File: src/hdl/spq_pkg.sv
package spq_pkg;

  localparam int QUEUE_DEPTH = 16;
  localparam int LEVELS      = 10;

  localparam int PTR_W       = (QUEUE_DEPTH > 1) ? $clog2(QUEUE_DEPTH) : 1;
  localparam int CNT_W       = $clog2(QUEUE_DEPTH + 1);
  localparam int LVL_W       = (LEVELS > 1) ? $clog2(LEVELS) : 1;
  localparam int STORE_DEPTH = LEVELS * QUEUE_DEPTH;
  localparam int ADDR_W      = $clog2(STORE_DEPTH);
  localparam int ENTRY_W     = 64;

  localparam logic MODE_PUSH = 1'b0;
  localparam logic MODE_POP  = 1'b1;

  typedef struct packed {
    logic        mode;
    logic [31:0] task_handle;
    logic [31:0] argument_handle;
    logic [3:0]  priority_req;
  } spq_cmd_t;

  typedef struct packed {
    logic        entry_valid;
    logic [31:0] task_out;
    logic [31:0] argument_out;
    logic        push_dropped;
  } spq_result_t;

  // store access decided for the accepted word
  typedef struct packed {
    logic              we;
    logic [ADDR_W-1:0] waddr;
    logic              re;
    logic [ADDR_W-1:0] raddr;
    logic              dropped;
  } spq_access_t;

  function automatic logic [PTR_W-1:0] ptr_next(input logic [PTR_W-1:0] p);
    return (int'(p) == QUEUE_DEPTH - 1) ? '0 : p + PTR_W'(1);
  endfunction

  function automatic logic [ADDR_W-1:0] store_addr(input logic [LVL_W-1:0] lvl,
                                                   input logic [PTR_W-1:0] p);
    return ADDR_W'(int'(lvl) * QUEUE_DEPTH + int'(p));
  endfunction

endpackage

File: src/hdl/spq_level_ctrl.sv
module spq_level_ctrl (
  input  logic                clk,
  input  logic                rst,
  input  logic                accept,
  input  spq_pkg::spq_cmd_t   cmd,
  output spq_pkg::spq_access_t access
);
  import spq_pkg::*;

  logic [PTR_W-1:0] rd_ptr [LEVELS];
  logic [PTR_W-1:0] wr_ptr [LEVELS];
  logic [CNT_W-1:0] count  [LEVELS];

  logic             pop_hit;
  logic [LVL_W-1:0] pop_lvl;
  logic [LVL_W-1:0] push_lvl;
  logic             prio_ok;
  logic             push_ok;
  logic             is_push;
  logic             is_pop;

  // lowest-numbered non-empty level wins
  always_comb begin
    pop_hit = 1'b0;
    pop_lvl = '0;
    for (int i = LEVELS - 1; i >= 0; i--) begin
      if (count[i] != '0) begin
        pop_hit = 1'b1;
        pop_lvl = LVL_W'(i);
      end
    end
  end

  assign push_lvl = LVL_W'(cmd.priority_req - 4'd1);
  assign prio_ok  = (cmd.priority_req != 4'd0) && (int'(cmd.priority_req) <= LEVELS);
  assign push_ok  = prio_ok && (count[push_lvl] != CNT_W'(QUEUE_DEPTH));
  assign is_push  = accept && (cmd.mode == MODE_PUSH);
  assign is_pop   = accept && (cmd.mode == MODE_POP);

  always_comb begin
    access.we      = is_push && push_ok;
    access.waddr   = store_addr(push_lvl, prio_ok ? wr_ptr[push_lvl] : '0);
    access.re      = is_pop && pop_hit;
    access.raddr   = store_addr(pop_lvl, rd_ptr[pop_lvl]);
    access.dropped = is_push && !push_ok;
  end

  always_ff @(posedge clk) begin
    if (rst) begin
      for (int i = 0; i < LEVELS; i++) begin
        rd_ptr[i] <= '0;
        wr_ptr[i] <= '0;
        count[i]  <= '0;
      end
    end else begin
      if (access.we) begin
        wr_ptr[push_lvl] <= ptr_next(wr_ptr[push_lvl]);
        count[push_lvl]  <= count[push_lvl] + CNT_W'(1);
      end
      if (access.re) begin
        rd_ptr[pop_lvl] <= ptr_next(rd_ptr[pop_lvl]);
        count[pop_lvl]  <= count[pop_lvl] - CNT_W'(1);
      end
    end
  end

endmodule

File: config.mk
export PLATFORM = sky130hd
export DESIGN_NAME = spq_level_ctrl
export DESIGN_NICKNAME = d
export VERILOG_FILES = /design/src/hdl/spq_pkg.sv /design/src/hdl/spq_level_ctrl.sv
export SDC_FILE = /design/constraint.sdc
export NUM_CORES = 1
export LEC_CHECK = 0
export ABC_AREA = 1
export BUFFER_PORTS_ARGS = -buffer_cell sky130_fd_sc_hd__buf_2
export CAP_MARGIN = 20
export CORE_MARGIN = 8
export CORE_UTILIZATION = 36
export CTS_BUF_LIST = sky130_fd_sc_hd__clkbuf_2
export CTS_CLUSTER_SIZE = 24
export DETAILED_ROUTE_END_ITERATION = 10
export MAX_ROUTING_LAYER = met4
export SKIP_LAST_GASP = 1
export SLEW_MARGIN = 20
export SYNTH_ARGS = -nofsm -noshare
export SYNTH_HDL_FRONTEND = slang
export SYNTH_SLANG_ARGS = --single-unit
File: constraint.sdc
create_clock -name clk -period 5.9 [get_ports clk]
set_input_delay 1.18 -clock clk [delete_from_list [all_inputs] [get_ports clk]]
set_output_delay 1.18 -clock clk [all_outputs]
set_load 0.01 [all_outputs]
# [Word-level counts from Yosys, hierarchy flattened]
# Memories as Yosys holds them, arrays and structs flattened.
# Index checks and enable logic that the tools add are counted.
[classes] mux=43 add_sub_neg=7 n_reduce_logical=23 n_bitwise=1 n_lt_le_gt_ge=1 eq_ne=3
[op_table] operator="two-way mux 4 bit" n=19
[op_table] operator="nonzero test 5 bit" n=10
[op_table] operator="two-way mux 1 bit" n=22
[op_table] operator="adder 8 x 4 -> 8 bit" n=2
[op_table] operator="two-way mux 5 bit" n=2
[op_table] operator="OR reduction 5 bit" n=2
[op_table] operator="adder 4 x 1 -> 4 bit (second input constant)" n=2
[op_table] operator="equality test 4 x 1 -> 1 bit (second input constant)" n=2
[op_table] operator="OR reduction 4 bit" n=2
[op_table] operator="logical AND 1 bit" n=7
[op_table] operator="adder 5 x 1 -> 5 bit (second input constant)" n=1
[op_table] operator="!= test 5 bit (second input constant)" n=1
[op_table] operator="subtractor 5 x 1 -> 5 bit (second input constant)" n=1
[op_table] operator="<= comparator 4 bit (second input constant)" n=1
[op_table] operator="nonzero test 4 bit" n=1
[op_table] operator="subtractor 4 x 1 -> 4 bit (second input constant)" n=1
[op_table] operator="zero test 1 bit" n=1
[op_table] operator="inverter 1 bit" n=1
[totals] register_bits=0 word_cells=81 ram_bits=130 mem_count=3 inputBits=72
[memory_table] name="count" words=10 word_bits=5 read_ports=12 rd_ports_with_merged_regs=0 write_ports=10 line_no="spq_level_ctrl.sv:12" text="logic [CNT_W-1:0] count [LEVELS];"
[memory_table] name="rd_ptr" words=10 word_bits=4 read_ports=1 rd_ports_with_merged_regs=0 write_ports=10 line_no="spq_level_ctrl.sv:10" text="logic [PTR_W-1:0] rd_ptr [LEVELS];"
[memory_table] name="wr_ptr" words=10 word_bits=4 read_ports=1 rd_ports_with_merged_regs=0 write_ports=10 line_no="spq_level_ctrl.sv:11" text="logic [PTR_W-1:0] wr_ptr [LEVELS];"

# [Depth between registers and ports, before layout]
# Gate-level depths: netlist of run 1.
[logic_depth] ltp_word=17 mapped_depth=29 mapped_depth_nobuf=25

# [Worst setup path before layout of run 1]
# OpenSTA, ideal clock, no wires.
[synth_timing] kind="input-to-reg" startpoint="input port cmd[0] in the netlist's numbering" endpoint="memory count[13][0] in the netlist's numbering (enable)" setup_time_ps=374 arrival_ps=4841 t_required_ps=5526 setup_slack_ps=685 path_stages=25 cell_sequence="inv_2 > buf_6 > buf_6 > buf_2 > buf_6 > buf_2 > ha_1 > buf_4 > inv_4 > buf_6 > buf_2 > buf_2 > o21ai_0 > o221ai_1 > o211ai_1 > nand2_1 > inv_1 > ha_1 > nand3_2 > nand4_4 > nor2_8 > inv_8 > nor2_4 > nand2_1 > nor3_1"
[synth_lines] element="start, declared" line_no="spq_level_ctrl.sv:5" text="input spq_pkg::spq_cmd_t cmd,"
[synth_lines] element="end, declared" line_no="spq_level_ctrl.sv:12"

==> results.md, run 1 <==
* Status: complete, no violations
* Clk pin slew, worst setup/hold paths at 0.29 ns
* Clock insertion delay at the later pin of the skew report at 0.80 ns
* Synth-to-layout area growth at 6.93%
* First-pass GRT wire length at 41200 microns
* CTS sink cnt at 188
* Cell mode on critical path: nand2_1
* Cells after synthesis at 1105
* Max FO, Critical Path at 52
* GR Overflow Total at 0
* Req. time, crit path at 4.72 ns
* Critical path type: reg2out
* Tot GR Track Use at 16.4%
* 1st-pass router iterations at 5
* DIE AREA at 33600 sq um
* Power Total at 2.58 mW
* Largest net degree at the start of global routing at 84
* Relative slew margins at 42.0%
* Layout cells sized above 1 at 12.0%
* Num CTS Buffers at 17
* Setup TNS at 0 ns
* Tmin final at 5.04 ns
* Sw Ratio at 29.4%
* Pint at 1.82 mW
* Worst R2R Path Depth at 23
* Die height at 183 microns
* Area occupied by multi-input gates at 3720 sq um
* Starting Density at 36.4%
* Asr flop ratio synth at 0%
* Final hold vios at 0
* Hold_buf cts at 0
* Slew Limit Fails at 0
* CTS H-tree lvls at 4
* Die width at 183 microns
* Vias in the first global route at 7331
* Post-synthesis sequential area ratio at 56.0%
* Ports at 91
* GP Congestion at 0.903
* Max Used Layer: met4
* Post-CTS sizing at 0
* Post-synth EDFFs at 188
* Syn_area_per_cell at 9.12 sq um
* Port bufs at 26
* Ys Warns at 0
* Crit path capture type: output port
* Drt via density at 5.23
* Peak Freq at 198 MHz
* Main synth FF type: edfxtp_1
* RSZ-0062 raised after global routing: false
* Cell area after synthesis at 10100 sq um
* CORE AREA at 27700 sq um
* Routed length per placed instance at 17.6 microns
* Worst EP arrival at 3.86 ns
* Post-CTS Setup Bufs at 0
* Register area at 5650 sq um
* Combinational power share at 14.0%
* Post-Route WL at 26500 microns
* Post-placement cell count at 1475
* WHS Path Cells at 4
* Leak at 4.14 nW
* Residual DRC count at 0
* Worst IR Drop VDD at 98.0 uV
* FF+latch count, synth at 188
* Max-Cap Viols at 0
* Critical-path top delay cell: edfxtp_1
* CTS tree: built
* DRT met1 WL at 12000 microns
* Worst-Margin Slew at 0.864 ns
* Nets at 1195
* P_sw at 0.758 mW
* Hold Path Class: in2reg
* Vias post-DR at 7883
* FILL cells at 2738
* Cell Pwr Density at 240 nW/um^2
* Setup Skew at 0.0438 ns
* Initial antenna violation count at 1
* Yosys top cell area share at 56.0%
* Final Non-Filler Cells at 1508
* Yosys top cell by area: edfxtp_1
* Longest Clk Path Bufs at 2
* Sequential power share at 59.2%
* Synth area leaders: edfxtp_1 (56%), nor2_1 (7.4%), nand2_1 (7.2%)
* Clock root buffer: clkbuf_2
* Rows at 61
* Clock power share at 26.8%
* Crit path cell chain: inv_1 -> nand3_1 -> nor3_2 -> nand2_1 -> nand2_1 -> nand2_1 -> nand2_1 -> nand2_2 -> nand2_4 -> nand2_4 -> or2_2 -> o211ai_1 -> nand3_1 -> nand3_1 -> nand2_1 -> buf_2
* Final HPWL DP at 18100 microns
* Setup violators final at 0
* Final ANT Viol Nets at 0
* Starting DRT DRC Count at 806
* Met2 WL at 12200 microns
* Post-synth cell types at 51
* Critical Path Start Type: register
* Met3 WL at 1730 microns
* Peak per-stage delay on the critical path at 0.44 ns
* Final worst-path cycle share at 85.4%
[state kept, by name, summed over array words and instances, names as in the netlist]
| signal | flops |
|---|---|
| wr_ptr | 64 |
| count | 80 |
| rd_ptr | 44 |
[through the flow]
stage          setup WS, ns  cell area [sq um]  hold slack (ns)  utilization, %
2_1_floorplan         0.685              10100            0.895               -
3_3_place_gp          0.709              10500             1.02            37.9
3_5_place_dp          0.699              10500             1.03            37.9
4_1_cts               0.832              10800            0.955            38.9
5_1_grt               0.551              10800            0.946            38.9
6_report              0.862              10800             1.02            38.9
[cell families (layout without fill, tap and decap cells)]
group	count (synthesis)	after routing	share of synthesized area (%)
buffers and inverters	164	185	7.15
other	1	5	0.0372
adders and majority gates	7	7	0.869
DFF	188	188	56.0
AOI/OAI and AO/OA	174	174	9.97
xor gates and xnor gates	5	5	0.509
and+or+nand+nor	566	566	25.5
[power by group through the flow]
stage,sequential [mW],clock (mW),combinational [mW]
floorplan,1.55,0,0.259
global placement,1.56,0,0.355
detailed placement,1.56,0,0.358
CTS,1.53,0.706,0.360
global route,1.53,0.751,0.399
finish,1.53,0.691,0.362
[layer usage]
metal / vias up / track usage, %
met4: 0 / 5.56
met2: 299 / 25.5
met5: - / -
met1: 3774 / 21.9
li1: 3779 / -
met3: 31 / 2.41
[cell usage in the layout (no fill, tap or decap), types with 2 or more instances in the layout]
| master | Yosys | layout |
|---|---|---|
| nor2_1 | 200 | 200 |
| nand2_1 | 193 | 193 |
| edfxtp_1 | 188 | 188 |
| nand3_1 | 105 | 105 |
| inv_1 | 92 | 92 |
| o21ai_0 | 65 | 65 |
| a21oi_1 | 54 | 54 |
| buf_2 | 25 | 26 |
| inv_2 | 18 | 18 |
| o211ai_1 | 18 | 18 |
| clkbuf_2 | 0 | 17 |
| buf_4 | 7 | 13 |
| nor3_1 | 11 | 11 |
| nand2_2 | 10 | 10 |
| o21ai_1 | 9 | 9 |
| o22ai_1 | 9 | 9 |
| nor2_4 | 9 | 9 |
| o221ai_1 | 8 | 8 |
| nand4_1 | 7 | 7 |
| nor2_2 | 7 | 7 |
| ha_1 | 7 | 7 |
| nor3_2 | 5 | 5 |
| inv_8 | 1 | 5 |
| conb_1 | 1 | 4 |
| nand3b_1 | 3 | 3 |
| nand3_2 | 3 | 3 |
| nor2_8 | 3 | 3 |
| xor2_1 | 2 | 2 |
| clkinv_1 | 2 | 2 |
| nand2_4 | 2 | 2 |
| or2_1 | 2 | 2 |
| xnor2_1 | 2 | 2 |
| a22oi_1 | 2 | 2 |
| a221o_1 | 2 | 2 |
| bufinv_16 | 0 | 2 |
| inv_6 | 0 | 2 |
| clkinvlp_4 | 0 | 2 |
| clkinv_4 | 0 | 2 |
| clkinv_2 | 0 | 2 |
[worst paths after layout]
path                start       endpoint  slack, ns
min reg2reg  wr_ptr[3][0]  wr_ptr[14][0]       1.05
max           count[6][3]      access[1]       0.86
max reg2reg   count[7][2]    count[9][4]       1.80
min                   rst  wr_ptr[14][0]       1.02
[synthesized netlist by cell type (2+ instances only)]
cell type	count
o21ai_1	9
buf_2	25
inv_2	18
inv_1	92
nor2_2	7
nor2_1	200
o211ai_1	18
nand3_1	105
ha_1	7
nand4_1	7
clkinv_1	2
edfxtp_1	188
a221o_1	2
nor3_2	5
nand3b_1	3
nand3_2	3
o221ai_1	8
nand2_4	2
or2_1	2
buf_1	2
o22ai_1	9
xor2_1	2
clkbuf_1	11
nor2_4	9
nand2_1	193
a22oi_1	2
buf_6	5
o21ai_0	65
xnor2_1	2
nand2_2	10
buf_4	7
nor3_1	11
nor2_8	3
a21oi_1	54
[worst max-delay path: cells and delay by family, from the launching register on]
family,cells,cell delay (ns)
compound gates,1,0.08
buf+inv,2,0.30
flops,1,0.44
simple gates,13,2.21
[layout make-up]
| class | count | share of cell area [%] |
|---|---|---|
| Antenna cell | 1 | 0.0232 |
| Clock buffer | 17 | 0.790 |
| Clock inverter | 15 | 1.68 |
| Inverter | 114 | 4.06 |
| Multi-Input combinational cell | 756 | 34.6 |
| Sequential cell | 188 | 52.4 |
| Tap cell | 378 | 4.39 |
| Timing Repair Buffer | 39 | 2.11 |
(Power assumes the default switching activity.)
==> run 2, diff against run 1 <==
Settings changed: CELL_PAD_IN_SITES_DETAIL_PLACEMENT set to 1, CELL_PAD_IN_SITES_GLOBAL_PLACEMENT set to 1, PLACE_DENSITY_LB_ADDON set to 0.1.
==> results.md, run 2 (same netlist as run 1, synthesis figures left out) <==
* Status: complete, no violations
* DIE AREA at 33600 sq um
* Setup violators final at 0
* Starting Density at 36.4%
* Pint at 1.75 mW
* Critical Path Start Type: register
* Setup TNS at 0 ns
* Layout cells sized above 1 at 12.4%
* Final Util at 39.0%
* Tot GR Track Use at 19.5%
* Vias in the first global route at 8098
* Area after DPL at 10600 sq um
* Post-CTS sizing at 0
* Tmin final at 5.24 ns
* Slew Limit Fails at 0
* P_sw at 0.829 mW
* Register area at 5650 sq um
* Routed length per placed instance at 20.5 microns
* Rows at 61
* Post-CTS Setup Bufs at 0
* Max FO, Critical Path at 52
* Leak at 4.16 nW
* Synth-to-layout area growth at 7.24%
* Ports at 91
* Initial antenna violation count at 2
* CORE AREA at 27700 sq um
* Crit path cell chain: nor2_1 -> nand2_1 -> nor2_1 -> nand2_1 -> nand2_1 -> nand2_1 -> nand2_1 -> nand2_1 -> nand2_1 -> nand2_2 -> nand2_4 -> nand2_4 -> or2_2 -> o211ai_1 -> nand3_1 -> nand3_1 -> nand2_1 -> buf_2
* Reg2Reg Setup Slack at 1.57 ns
* Clock insertion delay at the later pin of the skew report at 0.83 ns
* Starting DRT DRC Count at 533
* Vias post-DR at 7887
* Die width at 183 microns
* Crit path max-delay family: simple AND/OR/NAND/NOR gates
* FILL cells at 3269
* CTS sink cnt at 188
* Max-Cap Viols at 0
* Clock root buffer: clkbuf_2
* Drt via density at 5.21
* Die height at 183 microns
* Hold Path Class: in2reg
* Num CTS Buffers at 17
* Power Total at 2.58 mW
* Crit path capture type: output port
* GP Congestion at 0.801
* CTS tree: built
* Critical path type: reg2out
* 1st-pass router iterations at 5
* Area occupied by multi-input gates at 3720 sq um
* CTS H-tree lvls at 4
* GR Overflow Total at 0
* Sw Ratio at 32.1%
* Longest Clk Path Bufs at 2
* Combinational power share at 14.7%
* RSZ-0062 raised after global routing: false
* Clock power share at 26.0%
* Top reg by flops: count
* Final ANT Viol Nets at 0
* Worst EP arrival at 4.06 ns
* Max FFs per register at 80
* CP Buf/Inv Count at 1
* Final HPWL DP at 21700 microns
* Nets at 1201
* Commonest non-fill, non-tap cell in the layout: nor2_1
* Cell Pwr Density at 239 nW/um^2
* Post-route cell area at 10800 sq um
* Worst IR Drop VDD at 92.9 uV
* Final worst-path cycle share at 88.8%
* Most frequent cells in the layout: nor2_1 (200), nand2_1 (193), edfxtp_1 (188)
* Post-Route WL at 31100 microns
* Sequential power share at 59.2%
* Relative slew margins at 43.1%
* Req. time, crit path at 4.72 ns
* Clk pin slew, worst setup/hold paths at 0.32 ns
* Residual DRC count at 0
* First-pass GRT wire length at 48300 microns
* Biggest regs: count (80), wr_ptr (64), rd_ptr (44)
* Peak Freq at 191 MHz
* Critical-path top delay cell: edfxtp_1
* Setup Skew at 0.0752 ns
* Worst-Margin Slew at 0.852 ns
* Port bufs at 26
* Final hold vios at 0
* Cell mode on critical path: nand2_1
* Hold_buf cts at 0
* Peak per-stage delay on the critical path at 0.52 ns
* Largest net degree at the start of global routing at 84
## run 2: changes by cell type in the layout (fill, tap and decap cells not counted), sizes merged
cell,change
bufinv,-2
diode,+1
clkinv,+2
clkinvlp,-1
buf,+6
inv,+1
## run 2: final timing paths
| path | start | endpoint | cells past startpoint |
|---|---|---|---|
| setup / recovery | count[8][2] | access[1] | 18 |
| hold / removal | rst | wr_ptr[10][0] | 4 |
| setup reg to reg | count[8][2] | rd_ptr[9][3] | 23 |
| hold reg to reg | wr_ptr[11][0] | wr_ptr[10][0] | 5 |
## run 2: metal layers
layer	vias to the layer above	wire length, microns	GRT usage [%]
met5	-	0	-
met4	0	588	5.24
met3	39	1340	3.80
met2	132	14600	30.9
met1	3922	14600	25.4
li1	3794	-	-
## run 2: through the flow
stage | setup WS (ns) | hold slack, ns | std cells
floorplan | 0.685 | 0.895 | 1108
global placement | 0.693 | 1.02 | 1481
detailed placement | 0.573 | 1.03 | 1481
CTS | 0.594 | 0.949 | 1513
global route | 0.281 | 0.960 | 1515
finish | 0.659 | 0.997 | 1515
## run 2: power by group through the flow
stage | registers (mW) | clock network, mW | logic, mW
after floorplan | 1.55 | 0 | 0.259
after global placement | 1.56 | 0 | 0.377
after detailed placement | 1.56 | 0 | 0.381
after CTS | 1.53 | 0.685 | 0.383
after global routing | 1.53 | 0.726 | 0.424
final | 1.53 | 0.672 | 0.380
## run 2: final cells by class
type / instances / share of cell area [%]
Inverter: 114 / 4.05
Antenna cell: 2 / 0.0463
Clock buffer: 17 / 0.787
Timing Repair Buffer: 45 / 2.64
Tap cell: 378 / 4.38
Sequential cell: 188 / 52.2
Clock inverter: 15 / 1.41
Multi-Input combinational cell: 756 / 34.5
## run 2: worst reg2reg max path, cell delays in order (launching register included)
cell and delay, ns:
edfxtp_1 0.52, nor2_1 0.14, nand2_1 0.08, nor2_1 0.10
nand2_1 0.08, nand2_1 0.07, nand2_1 0.06, nand2_1 0.07
nand2_1 0.05, nand2_1 0.07, nand2_2 0.10, nand2_4 0.34
nand2_4 0.49, or2_2 0.47, o211ai_1 0.09, nand3_1 0.10
nand3_1 0.08, nand2_1 0.17, ha_1 0.26, nand3_1 0.12
nor2_1 0.09, nor2_1 0.16, nand3_2 0.30, inv_1 0.19
